==> src/sv/ctl_pkg.sv <==
// Closed tour length: shared types and constants.
// Used by ctl_front, ctl_queue, ctl_back and closed_tour_length_top.
package ctl_pkg;

  localparam int CoordW = 16;
  localparam int NodeW  = 5;
  localparam int EntryW = 16;
  localparam int LenW   = 32;

  // request kinds
  localparam logic OP_ELEM  = 1'b0;
  localparam logic OP_WRITE = 1'b1;

  // distance modes
  localparam logic MODE_COORD  = 1'b0;
  localparam logic MODE_MATRIX = 1'b1;

  // register index (word address bit)
  localparam logic REG_DISTANCE_MODE = 1'b0;

  typedef struct packed {
    logic                     op;
    logic                     mode;
    logic                     start;    // first element of a tour, no leg in
    logic                     last;     // closing leg and result
    logic signed [CoordW-1:0] cur_x;
    logic signed [CoordW-1:0] cur_y;
    logic [NodeW-1:0]         cur_node;
    logic signed [CoordW-1:0] prv_x;
    logic signed [CoordW-1:0] prv_y;
    logic [NodeW-1:0]         prv_node;
    logic signed [CoordW-1:0] fst_x;
    logic signed [CoordW-1:0] fst_y;
    logic [NodeW-1:0]         fst_node;
    logic [NodeW-1:0]         row;
    logic [NodeW-1:0]         col;
    logic [EntryW-1:0]        value;
  } cmd_t;

endpackage

==> src/sv/ctl_queue.sv <==
// Closed tour length: two-entry command queue between front and back end.
// Depends on ctl_pkg.
module ctl_queue (
  input  logic          clk,
  input  logic          rst,
  input  logic          push,
  input  ctl_pkg::cmd_t wdata,
  output logic          full,
  input  logic          pop,
  output ctl_pkg::cmd_t rdata,
  output logic          empty
);
  import ctl_pkg::*;

  localparam int Depth = 2;
  localparam int PtrW  = 1;

  cmd_t            slots [Depth];
  logic [PtrW-1:0] wr_ptr;
  logic [PtrW-1:0] rd_ptr;
  logic [PtrW:0]   count;

  assign full  = (count == (PtrW+1)'(Depth));
  assign empty = (count == '0);
  assign rdata = slots[rd_ptr];

  always_ff @(posedge clk) begin
    if (push) begin
      slots[wr_ptr] <= wdata;
    end
  end

  always_ff @(posedge clk) begin
    if (rst) begin
      wr_ptr <= '0;
      rd_ptr <= '0;
      count  <= '0;
    end else begin
      if (push) begin
        wr_ptr <= wr_ptr + 1'b1;
      end
      if (pop) begin
        rd_ptr <= rd_ptr + 1'b1;
      end
      if (push && !pop) begin
        count <= count + 1'b1;
      end else if (pop && !push) begin
        count <= count - 1'b1;
      end
    end
  end

endmodule

==> config.mk <==
export PLATFORM = sky130hd
export DESIGN_NAME = ctl_queue
export DESIGN_NICKNAME = d
export VERILOG_FILES = /design/src/sv/ctl_pkg.sv /design/src/sv/ctl_queue.sv
export SDC_FILE = /design/constraint.sdc
export NUM_CORES = 1
export LEC_CHECK = 0
export ABC_AREA = 1
export BUFFER_PORTS_ARGS = -buffer_cell sky130_fd_sc_hd__buf_4
export CAP_MARGIN = 25
export CORE_MARGIN = 4
export CORE_UTILIZATION = 56
export CTS_CLUSTER_SIZE = 40
export DETAILED_ROUTE_END_ITERATION = 12
export MAX_ROUTING_LAYER = met4
export PLACE_DENSITY = 0.84
export SETUP_SLACK_MARGIN = 0.3
export SLEW_MARGIN = 20
export SYNTH_ARGS = -nofsm -noshare
export SYNTH_HDL_FRONTEND = slang
export SYNTH_SLANG_ARGS = --single-unit
export TNS_END_PERCENT = 20
==> constraint.sdc <==
create_clock -name clk -period 19 [get_ports clk]
set_clock_uncertainty 0.05 [all_clocks]
set_input_delay 0 -clock clk [delete_from_list [all_inputs] [get_ports clk]]
set_output_delay 0 -clock clk [all_outputs]
set_load 0.01 [all_outputs]
Word-level counts from Yosys, hierarchy flattened --
Memory sizes are Yosys's and may differ from the RTL's. A register that Yosys moved wholly into a read port is not among the register bits. Index checks and enable logic that the tools add are counted.
Word-level totals: bits in registers 4, RAM bits 282, bits of input ports 145, output and inout bits 143, logic and storage cells 21, memories 1
Cells by class: add/sub/neg operators 4, equal/unequal tests 1, mux-type cells 6, reductions and logical operators 6
Memories:
- slots | depth 2, bits a word 141, rd ports 1, clocked after Yosys merged registers in 1, wr ports 1, line ctl_queue.sv:18 | cmd_t slots [Depth];
Operators with widths (number):
- two-way mux 1 bit | 4
- two-way mux 2 bit | 2
- adder 1 bit, second input constant | 2
- adder 2 x 1 -> 2 bit, second input constant | 1
- equality test 2 bit, second input constant | 1
- logical AND 1 bit | 2
- zero test 1 bit | 2
- zero test 2 bit | 1
- nonzero test 2 bit | 1
- subtractor 2 x 1 -> 2 bit, second input constant | 1

Depth between registers and ports, before layout --
depth in word-level cells 4, gate-level depth with buffers 8, gate-level depth less buffers 8

Least setup slack after synthesis --
OpenSTA, ideal clock, no wires.
kind register to register, start point register wr_ptr, end point memory slots[0][0] in the netlist's numbering, enable pin, setup time 647 ps, data arrival time 6166 ps, required time 18303 ps, setup slack 12137 ps, cell stages (with the launch flop) 2, buffers on the path 0, period minus slack after synthesis 6863 ps, path through dfxtp_1 > nor2_1
RTL lines:
- start: declaration | line ctl_queue.sv:19 | logic [PtrW-1:0] wr_ptr;
- start signal: assignment | line ctl_queue.sv:40 | wr_ptr <= wr_ptr + 1'b1;
- end: declaration | line ctl_queue.sv:18
Straight into the memory's write port.

==> qor.csv <==
metric,value,unit
antenna_found_initial,3,
root_buffer,clkbuf_16,
synth_cell_types,17,
grt_pass1_vias,6891,
avgSynthCellArea,22.8,sq um
numCtsBuffers,29,
leakagePower,6.09,nW
switching_power,331,uW
grt_use_total,0.246,
min_to,slots[0][57]$_DFFE_PP_,
core_region_area,0.0188,sq mm
period_needed,2.80,ns
relSlewSlack,0.330,
io_buffer_count,287,
synth_fp_nets,618,
pwr-share-clk,0.363,
die_y,147,um
busiest_layer,met2,
switching_share,0.220,
post-route-period-util,0.148,
nets,1070,
seq_area_frac_synth,0.795,
cts_tree,yes,
worst_skew_pair.late_latency,0.52,ns
routed_wl,26.9,mm
crit_arrival,2.75,ns
min_from,wdata[57],
vias,6231,
worstPathMaxFanout,63,
async_flop_share,0,
gp_congestion,0.825,
ys.warnings.count,0,
dpl-instance-area,0.0132,sq mm
yosysMostFrequentCell,edfxtp_1,
status,"finished, final reports clean",
maxCapViolCount,0,
floorplan.die_area,0.0215,sq mm
required,18.95,ns
initialDrtViolationCount,436,
dp_hpwl,14.8,mm
clock-sinks,287,
synth_edf_count,282,
synth.top_cells.by_count,"edfxtp_1 (282), mux2_4 (90), mux2_2 (51), buf_6 (10), inv_1 (9)",
p_seq_frac,0.497,
synthToLayoutAreaGrowth,44.1,%
crit_path_end_kind,output pin,
antenna_left,0,
rsz0062_at_grt,false,
firstDrtPassIters,5,
worstSetupPathType,reg -> out,
r2r_setup_slack,16.82,ns
p_comb_frac,0.140,
rows,50,
r2r_end,slots[1][88]$_DFFE_PP_,
cts_buffer_depth,3,
rr_worst_depth,3,
path_clk_slew,0.06,ns
hold_path_depth,2,
p_per_area,97.1,mW/mm^2
ys.flop_type,edfxtp_1,
finalSetupTns,0,ns
syn-cell-area,0.0108,sq mm
met3_usage,0.0648,
initial_core_util,0.572,
drv_slew,0,
die_w,147,um
grt_max_degree,84,
synth_top_area_cell,edfxtp_1,
hold_viol,0,
hp-class,in -> reg,
internal_power,1.18,mW
ys_seq_elements,287,
max_freq,357,MHz
worst_setup_path_start_kind,flop,
syn_inst,472,
gr-usage-met2,0.434,
r2r_start,wr_ptr$_SDFFE_PP0P_,
grt-ovfl-total,0,
synthTopCellsByArea,"edfxtp_1 (79%), mux2_4 (13%), mux2_2 (5.3%), buf_6 (1.0%), dfxtp_1 (0.93%)",
wl_per_cell,22.2,um
io_pins,288,
drive_gt1_frac,0.501,
grt_pass1_wl,39.6,mm
ir_worst_vdd,0.0988,mV
use_met1,0.277,
final_cell_area,0.0155,sq mm
worstMarginPinSlew,1.01,ns
drc_errors,0,
cts_setup_buffers,0,
setup_viol,0,
yosysTopAreaCellShare,0.786,
via_per_inst,5.15,
cts.htree.levels,1,
==> worst max path at each step <==
stage                                   start                 endpoint  slack [ns]  cells after the start
after floorplan           wr_ptr$_SDFFE_PP0P_    slots[0][0]$_DFFE_PP_       12.14                      1
after global placement    wr_ptr$_SDFFE_PP0P_  slots[1][113]$_DFFE_PP_       16.63                      3
after detailed placement  wr_ptr$_SDFFE_PP0P_  slots[1][118]$_DFFE_PP_       16.56                      3
after CTS                                flop               rdata[126]       16.14                      3
after global routing                     flop                rdata[24]       16.06                      3
final                                    flop               rdata[138]       16.20                      3
==> flip-flops by register name, summed over array words and instances (netlist names), named ones only <==
name	count
slots	282
count	2
rd_ptr	1
wr_ptr	1
==> stage by stage <==
step | hold WS (ns) | setup WS, ns | cells | total power, mW | util
5_1_grt | 0.139 | 16.06 | 1208 | 1.55 | 0.824
3_5_place_dp | 0.136 | 16.56 | 1008 | 0.942 | 0.699
4_1_cts | 0.126 | 16.14 | 1205 | 1.50 | 0.823
6_report | 0.153 | 16.20 | 1209 | 1.51 | 0.824
3_3_place_gp | 0.133 | 16.63 | 1008 | 0.935 | 0.699
2_1_floorplan | 0.0224 | 12.14 | 472 | 0.856 | -
==> power groups by stage <==
stage / clock, mW / combinational [mW] / sequential [mW]
global placement: 0 / 0.178 / 0.757
global route: 0.581 / 0.222 / 0.751
CTS: 0.547 / 0.208 / 0.748
floorplan: 0 / 0.0980 / 0.758
finish: 0.546 / 0.211 / 0.749
detailed placement: 0 / 0.182 / 0.760
==> layer usage <==
metal / up-vias / wire length (um)
li1: 2770 / -
met1: 3095 / 9810
met2: 310 / 14300
met3: 56 / 2130
met4: 0 / 666
met5: - / 0
==> layout make-up <==
| class | instances | area [sq um] |
|---|---|---|
| antenna | 4 | 10.0 |
| clock buffer | 37 | 756 |
| clock inverter | 15 | 144 |
| fill | 806 | 3310 |
| inverter | 9 | 38.8 |
| multi-input combinational | 160 | 2030 |
| sequential | 287 | 8570 |
| tap | 260 | 325 |
| timing repair buffer | 437 | 3650 |
==> cells in the final DEF (no fill, tap or decap), types with 3 or more instances in the layout <==
master,n
edfxtp_1,282
clkbuf_1,8
dlygate4sd3_1,145
clkbuf_16,29
mux2_4,90
diode_2,4
nand2_1,5
nor2_1,6
bufinv_16,3
inv_1,8
clkinv_2,4
mux2_2,51
dfxtp_1,4
buf_4,291
clkinv_1,7
==> kinds of logic after synthesis <==
group                    share of synthesized area
AO/OA/AOI/OAI                             0.000928
XOR/XNOR                                  0.000813
flip-flops                                   0.795
multiplexers                                 0.179
adder cells (fa/ha/maj)                    0.00116
AND/OR/NAND/NOR                            0.00569
buffers and inverters                       0.0173
==> repair_timing <==
action                                 CTS  global route
hold buffers                           145             0
resized for setup                        0             0
endpoints found under the hold margin  287             0
==> worst max-delay path: stages (launching register included) <==
cell and delay (ns):
dfxtp_4 0.76, buf_4 0.84, mux2_2 0.44, buf_4 0.15
(Power assumes the default switching activity.)
