## config.mk

```make
export PLATFORM = sky130hd
export DESIGN_NAME = ctl_front
export DESIGN_NICKNAME = d
export VERILOG_FILES = /design/src/sv/ctl_pkg.sv /design/src/sv/ctl_front.sv
export SDC_FILE = /design/constraint.sdc
export NUM_CORES = 1
export LEC_CHECK = 0
export BUFFER_PORTS_ARGS = -buffer_cell sky130_fd_sc_hd__buf_2
export CAP_MARGIN = 20
export CORE_ASPECT_RATIO = 1.4
export CORE_MARGIN = 1.5
export CORE_UTILIZATION = 45
export DETAILED_ROUTE_END_ITERATION = 16
export HOLD_SLACK_MARGIN = 0.1
export PLACE_DENSITY = 0.83
export SYNTH_ARGS = -nofsm -noshare
export SYNTH_HDL_FRONTEND = slang
export SYNTH_SLANG_ARGS = --single-unit
```

## constraint.sdc

```tcl
create_clock -name clk -period 6 [get_ports clk]
set_clock_uncertainty 0.2 [all_clocks]
set_input_delay 0.3 -clock clk [delete_from_list [all_inputs] [get_ports clk]]
set_output_delay 0.3 -clock clk [all_outputs]
set_load 0.03 [all_outputs]
```

## src/sv/ctl_pkg.sv

```systemverilog
// Closed tour length: shared types and constants.
// Used by ctl_front, ctl_queue, ctl_back and closed_tour_length_top.
package ctl_pkg;

  localparam int CoordW = 16;
  localparam int NodeW  = 5;
  localparam int EntryW = 16;
  localparam int LenW   = 32;

  // request kinds
  localparam logic OP_ELEM  = 1'b0;
  localparam logic OP_WRITE = 1'b1;

  // distance modes
  localparam logic MODE_COORD  = 1'b0;
  localparam logic MODE_MATRIX = 1'b1;

  // register index (word address bit)
  localparam logic REG_DISTANCE_MODE = 1'b0;

  typedef struct packed {
    logic                     op;
    logic                     mode;
    logic                     start;    // first element of a tour, no leg in
    logic                     last;     // closing leg and result
    logic signed [CoordW-1:0] cur_x;
    logic signed [CoordW-1:0] cur_y;
    logic [NodeW-1:0]         cur_node;
    logic signed [CoordW-1:0] prv_x;
    logic signed [CoordW-1:0] prv_y;
    logic [NodeW-1:0]         prv_node;
    logic signed [CoordW-1:0] fst_x;
    logic signed [CoordW-1:0] fst_y;
    logic [NodeW-1:0]         fst_node;
    logic [NodeW-1:0]         row;
    logic [NodeW-1:0]         col;
    logic [EntryW-1:0]        value;
  } cmd_t;

endpackage

```

## src/sv/ctl_front.sv

```systemverilog
// Closed tour length: front end. Accepts requests, tracks tour position
// (first and previous element) and builds commands. Depends on ctl_pkg.
module ctl_front (
  input  logic                            clk,
  input  logic                            rst,
  input  logic                            push,
  input  logic                            opcode,
  input  logic signed [ctl_pkg::CoordW-1:0] x_coord,
  input  logic signed [ctl_pkg::CoordW-1:0] y_coord,
  input  logic [ctl_pkg::NodeW-1:0]       node_index,
  input  logic [ctl_pkg::NodeW-1:0]       row_index,
  input  logic [ctl_pkg::NodeW-1:0]       col_index,
  input  logic [ctl_pkg::EntryW-1:0]      entry_value,
  input  logic                            last,
  input  logic                            mode,
  input  logic                            q_full,
  output logic                            full,
  output logic                            q_push,
  output ctl_pkg::cmd_t                   q_data
);
  import ctl_pkg::*;

  logic                     started;
  logic signed [CoordW-1:0] first_x;
  logic signed [CoordW-1:0] first_y;
  logic [NodeW-1:0]         first_node;
  logic signed [CoordW-1:0] prev_x;
  logic signed [CoordW-1:0] prev_y;
  logic [NodeW-1:0]         prev_node;

  assign full   = q_full;
  assign q_push = push && !q_full;

  always_comb begin
    q_data          = '0;
    q_data.op       = opcode;
    q_data.mode     = mode;
    q_data.start    = !started;
    q_data.last     = last;
    q_data.cur_x    = x_coord;
    q_data.cur_y    = y_coord;
    q_data.cur_node = node_index;
    q_data.prv_x    = prev_x;
    q_data.prv_y    = prev_y;
    q_data.prv_node = prev_node;
    q_data.row      = row_index;
    q_data.col      = col_index;
    q_data.value    = entry_value;
    if (started) begin
      q_data.fst_x    = first_x;
      q_data.fst_y    = first_y;
      q_data.fst_node = first_node;
    end else begin
      q_data.fst_x    = x_coord;
      q_data.fst_y    = y_coord;
      q_data.fst_node = node_index;
    end
  end

  always_ff @(posedge clk) begin
    if (rst) begin
      started <= 1'b0;
    end else if (q_push && opcode == OP_ELEM) begin
      started <= !last;
    end
  end

  always_ff @(posedge clk) begin
    if (q_push && opcode == OP_ELEM) begin
      if (!started) begin
        first_x    <= x_coord;
        first_y    <= y_coord;
        first_node <= node_index;
      end
      prev_x    <= x_coord;
      prev_y    <= y_coord;
      prev_node <= node_index;
    end
  end

endmodule

```

* After elaboration in Yosys (flattened, before gate mapping)
Cells that the tools add are included.
Widths: inputs -> output; s select.
** Operators by class
- Multiplexer cells :: 1
- Bitwise gates (word level) :: 2
- Reduce and logical (&&, ||, !) cells :: 6
** Operator list (number)
- $mux 37 :: 1
- $logic_not 1->1 :: 3
- $logic_and 1x1->1 :: 2
- $not 1->1 :: 2
- $reduce_and 2->1 :: 1
** Word-level totals
- Bits of input ports :: 70
- Word-level logic and storage cells :: 16
- Output and inout bits :: 143
- Flip-flop bits (word level) :: 75

* Longest topological paths before layout
- Depth after elaboration :: 4
- Gate-level depth with buffers :: 4
- Gate-level depth less buffers :: 2

* Worst setup path before layout
No wires, ideal clock.
- Kind :: input to register
- Start point :: input q_full
- End point :: register first_node[0] (enable)
- Path slack :: 3.095 ns
- Cell stages on the path :: 2
- Buffers on the path :: 0
- Data required time :: 5.369 ns
- Arrival :: 2.274 ns
- Library setup time :: 0.431 ns
- Cell sequence :: or3b_4 > nor2_1
** Between the ends
- Longest elaborated chain between the ends :: 4
** Ends and longest elaborated chain
- from (decl) :: RTL line ctl_front.sv:16 : input logic q_full,
- $logic_not 1->1 :: RTL line ctl_front.sv:32 : assign q_push = push && !q_full;
- $logic_and 1x1->1 :: RTL line ctl_front.sv:32
- $logic_and 1x1->1 :: RTL line ctl_front.sv:69 : if (q_push && opcode == OP_ELEM) begin
- $reduce_and 2->1 (no line)
- to (signal assigned) :: RTL line ctl_front.sv:73 : first_node <= node_index;
- to (decl) :: RTL line ctl_front.sv:26 : logic [NodeW-1:0] first_node;
No other way between the ends.
A chain may end at the register's enable or synchronous reset.

==> results.md <==
- Status: complete, no violations
- Setup violators final: 0
- Post-synth EDFFs: 74
- Synth area leaders: edfxtp_1 68%, buf_4 15%, mux2_2 12%
- Core Region: around 7000 um^2
- Die width: between 70 and 80 um
- Synth Warn #: 0
- WHS: roughly 0.12 ns
- Normalized max-slew margin: between 30 and 40%
- Tot GR Track Use: 17.4%
- RSZ-0062 raised after global routing: no
- Final hold violation count: 0
- CP peak stage delay: approximately 0.96 ns
- Number of antenna-violating nets in the routed design: 0
- Num CTS Buffers: 9
- CP Capture Type: output port
- Kind of cell adding the most delay to the critical path: flip-flops
- Least-Margin Pin Slew: 0.954 ns
- Clock Pin Slew Worst Setup and Hold Paths: 0.07 ns
- PnR worst setup slack: around 3.6 ns
- Clock Latency Late Sink: ~0.34 ns
- Yosys cell types: 13
- Remaining DRCs: 0
- Proportion of layout cells with a drive suffix above 1: between 60% and 70%
- CP max-delay cell: dfxtp_2
- Syn Area/Cell: ~17 um^2
- Synth Cell Area: ~3300 um^2
- Gr ovfl total: 0
- Die Y: between 100 and 150 um
- Hold Crit Class: input pin to register
- Rows: 36
- Setup bufs post-CTS: 0
- DRT Wirelength: 6500 um
- CP Class: register to output port
- Die area: about 7700 um^2
- #FFs+latches synth: between 70 and 80
- Largest fanout on the critical path: 39
- Average wire per standard cell: between 15 and 20 um
- Detailed placement HPWL: around 4000 um
- Peak supply drop: ~0.19 mV
- Largest net degree at the start of global routing: 40
- Area Overhead vs Synth: 29.3%
- Resize count post-CTS: 0
- Max Fclk: around 420 MHz
- Startpoint Class: register
- PortBufs: 158
- Max-slew violation count: 0
- Clk sink count: 75
- Setup TNS: 0 ns
- Layout Cells excl Fill: between 400 and 500
- Most numerous cell in the Yosys netlist: edfxtp_1
- CTS Buffer Depth: 2
- Leakage Power: about 1.7 nW
- Async set-or-reset flop fraction in the synthesized netlist: 0%
- Initial core utilization: a little under half
- CP arrival: 1.90 ns
- Vias in the first global route: around 2,000
- Ys flop type: edfxtp_1
- Worst path required time: around 5.5 ns
- MaxCap Viol Count: 0
- Initial antenna violation count: 1
- Hold Buf Count CTS: 38
- Fin util: 60.2%
- Synthesized instance count: 190
- Cell taking the most area after synthesis: edfxtp_1
- Syn Nets: 260
- Via count: 1,942
- Placer Congestion: 0.724
- Worst path cell trace: mux2_2 -> buf_2
- Seq/Total Area, Yosys: between 60% and 70%
- Yosys top cell area share: just under 70%
- Post-synth top cells: 74 x edfxtp_1, 67 x buf_4, 36 x mux2_2
- Boundary Pins: about 210
- First-pass GRT wire length: 9830 um
- Power per cell area: between 200 and 300 nW/um^2
- Nets: roughly 400
- Clk root buf: clkbuf_8
- Period minus WS final: approximately 2.4 ns
- Vias/cell: roughly 4.5
- Dpl cells: about 370
- Period utilization: approximately two fifths
- DRT Pass-1 Iters: 4
- CTS HTree Levels: 3
- CTS tree: yes
- CP Buf/Inv Count: 1
- DRT iter0 DRCs: 62
- Dpl ws: 3.70 ns
==> through the flow <==
stage	total power, mW	instance area [um^2]
2_1_floorplan	0.798	3250
3_3_place_gp	0.810	3640
3_5_place_dp	0.814	3640
4_1_cts	1.14	4170
5_1_grt	1.18	4200
6_report	1.13	4200
==> registers in the layout (all words and copies together) (netlist names) <==
signal,flops
prev_y,16
first_y,16
first_x,16
prev_node,5
started,1
first_node,5
prev_x,16
==> metal layers <==
metal / track usage (%) / wire [um] / vias to the layer above
met5: 0 / 0 / -
met4: 9.22 / 150 / 0
met3: 7.00 / 430 / 16
met2: 30.0 / 3570 / 99
met1: 17.1 / 2350 / 923
li1: - / - / 904
==> placed cells by master, fill, tap and decap left out <==
cell type        n
and4bb_2         1
dfxtp_2          1
buf_4            1
clkinv_2         3
mux2_1           1
diode_2          1
or3b_4           1
clkinv_1         1
dlygate4sd3_1   38
nor2_4           1
and2b_2          1
edfxtp_1        74
buf_2          158
buf_16           1
mux2_2          36
clkbuf_1         2
inv_1            2
a211oi_2         1
clkbuf_8         9
==> path summary, 6_finish.rpt <==
kind	start	end	depth (start not counted)	slack [ns]
max	started	q_data[31]	2	3.60
min	opcode	started	3	0.12
max reg2reg	started	first_y[12]	2	4.01
min reg2reg	started	started	2	0.76
==> worst min-delay path, stage by stage <==
cell      delay (ns)
buf_2           0.10
or3b_4          0.15
a211oi_2        0.07
==> area by class of cell <==
class                   instances  area (um^2)
fillers                       528         2780
repair buffers                198         1210
clock inverters                 4         18.8
flip-flops and latches         75         2240
well taps                      95          119
inverters                       2         7.51
clock buffers                  11          131
diodes                          1         2.50
multi-input cells              42          473
==> kinds of logic after synthesis <==
group,synth area share [%]
mux,12.8
simple gates,1.12
buf+inv,16.7
compound gates,0.385
flops,69.0
==> report_power, final <==
group / internal [mW] / switching, mW / total (mW) / leakage (nW)
clock: 0.144 / 0.165 / 0.309 / 0.0804
sequential: 0.598 / 0.00950 / 0.608 / 0.687
combinational: 0.0761 / 0.139 / 0.215 / 0.959
total: 0.819 / 0.313 / 1.13 / 1.73
Power figures use the tool's default switching activity.
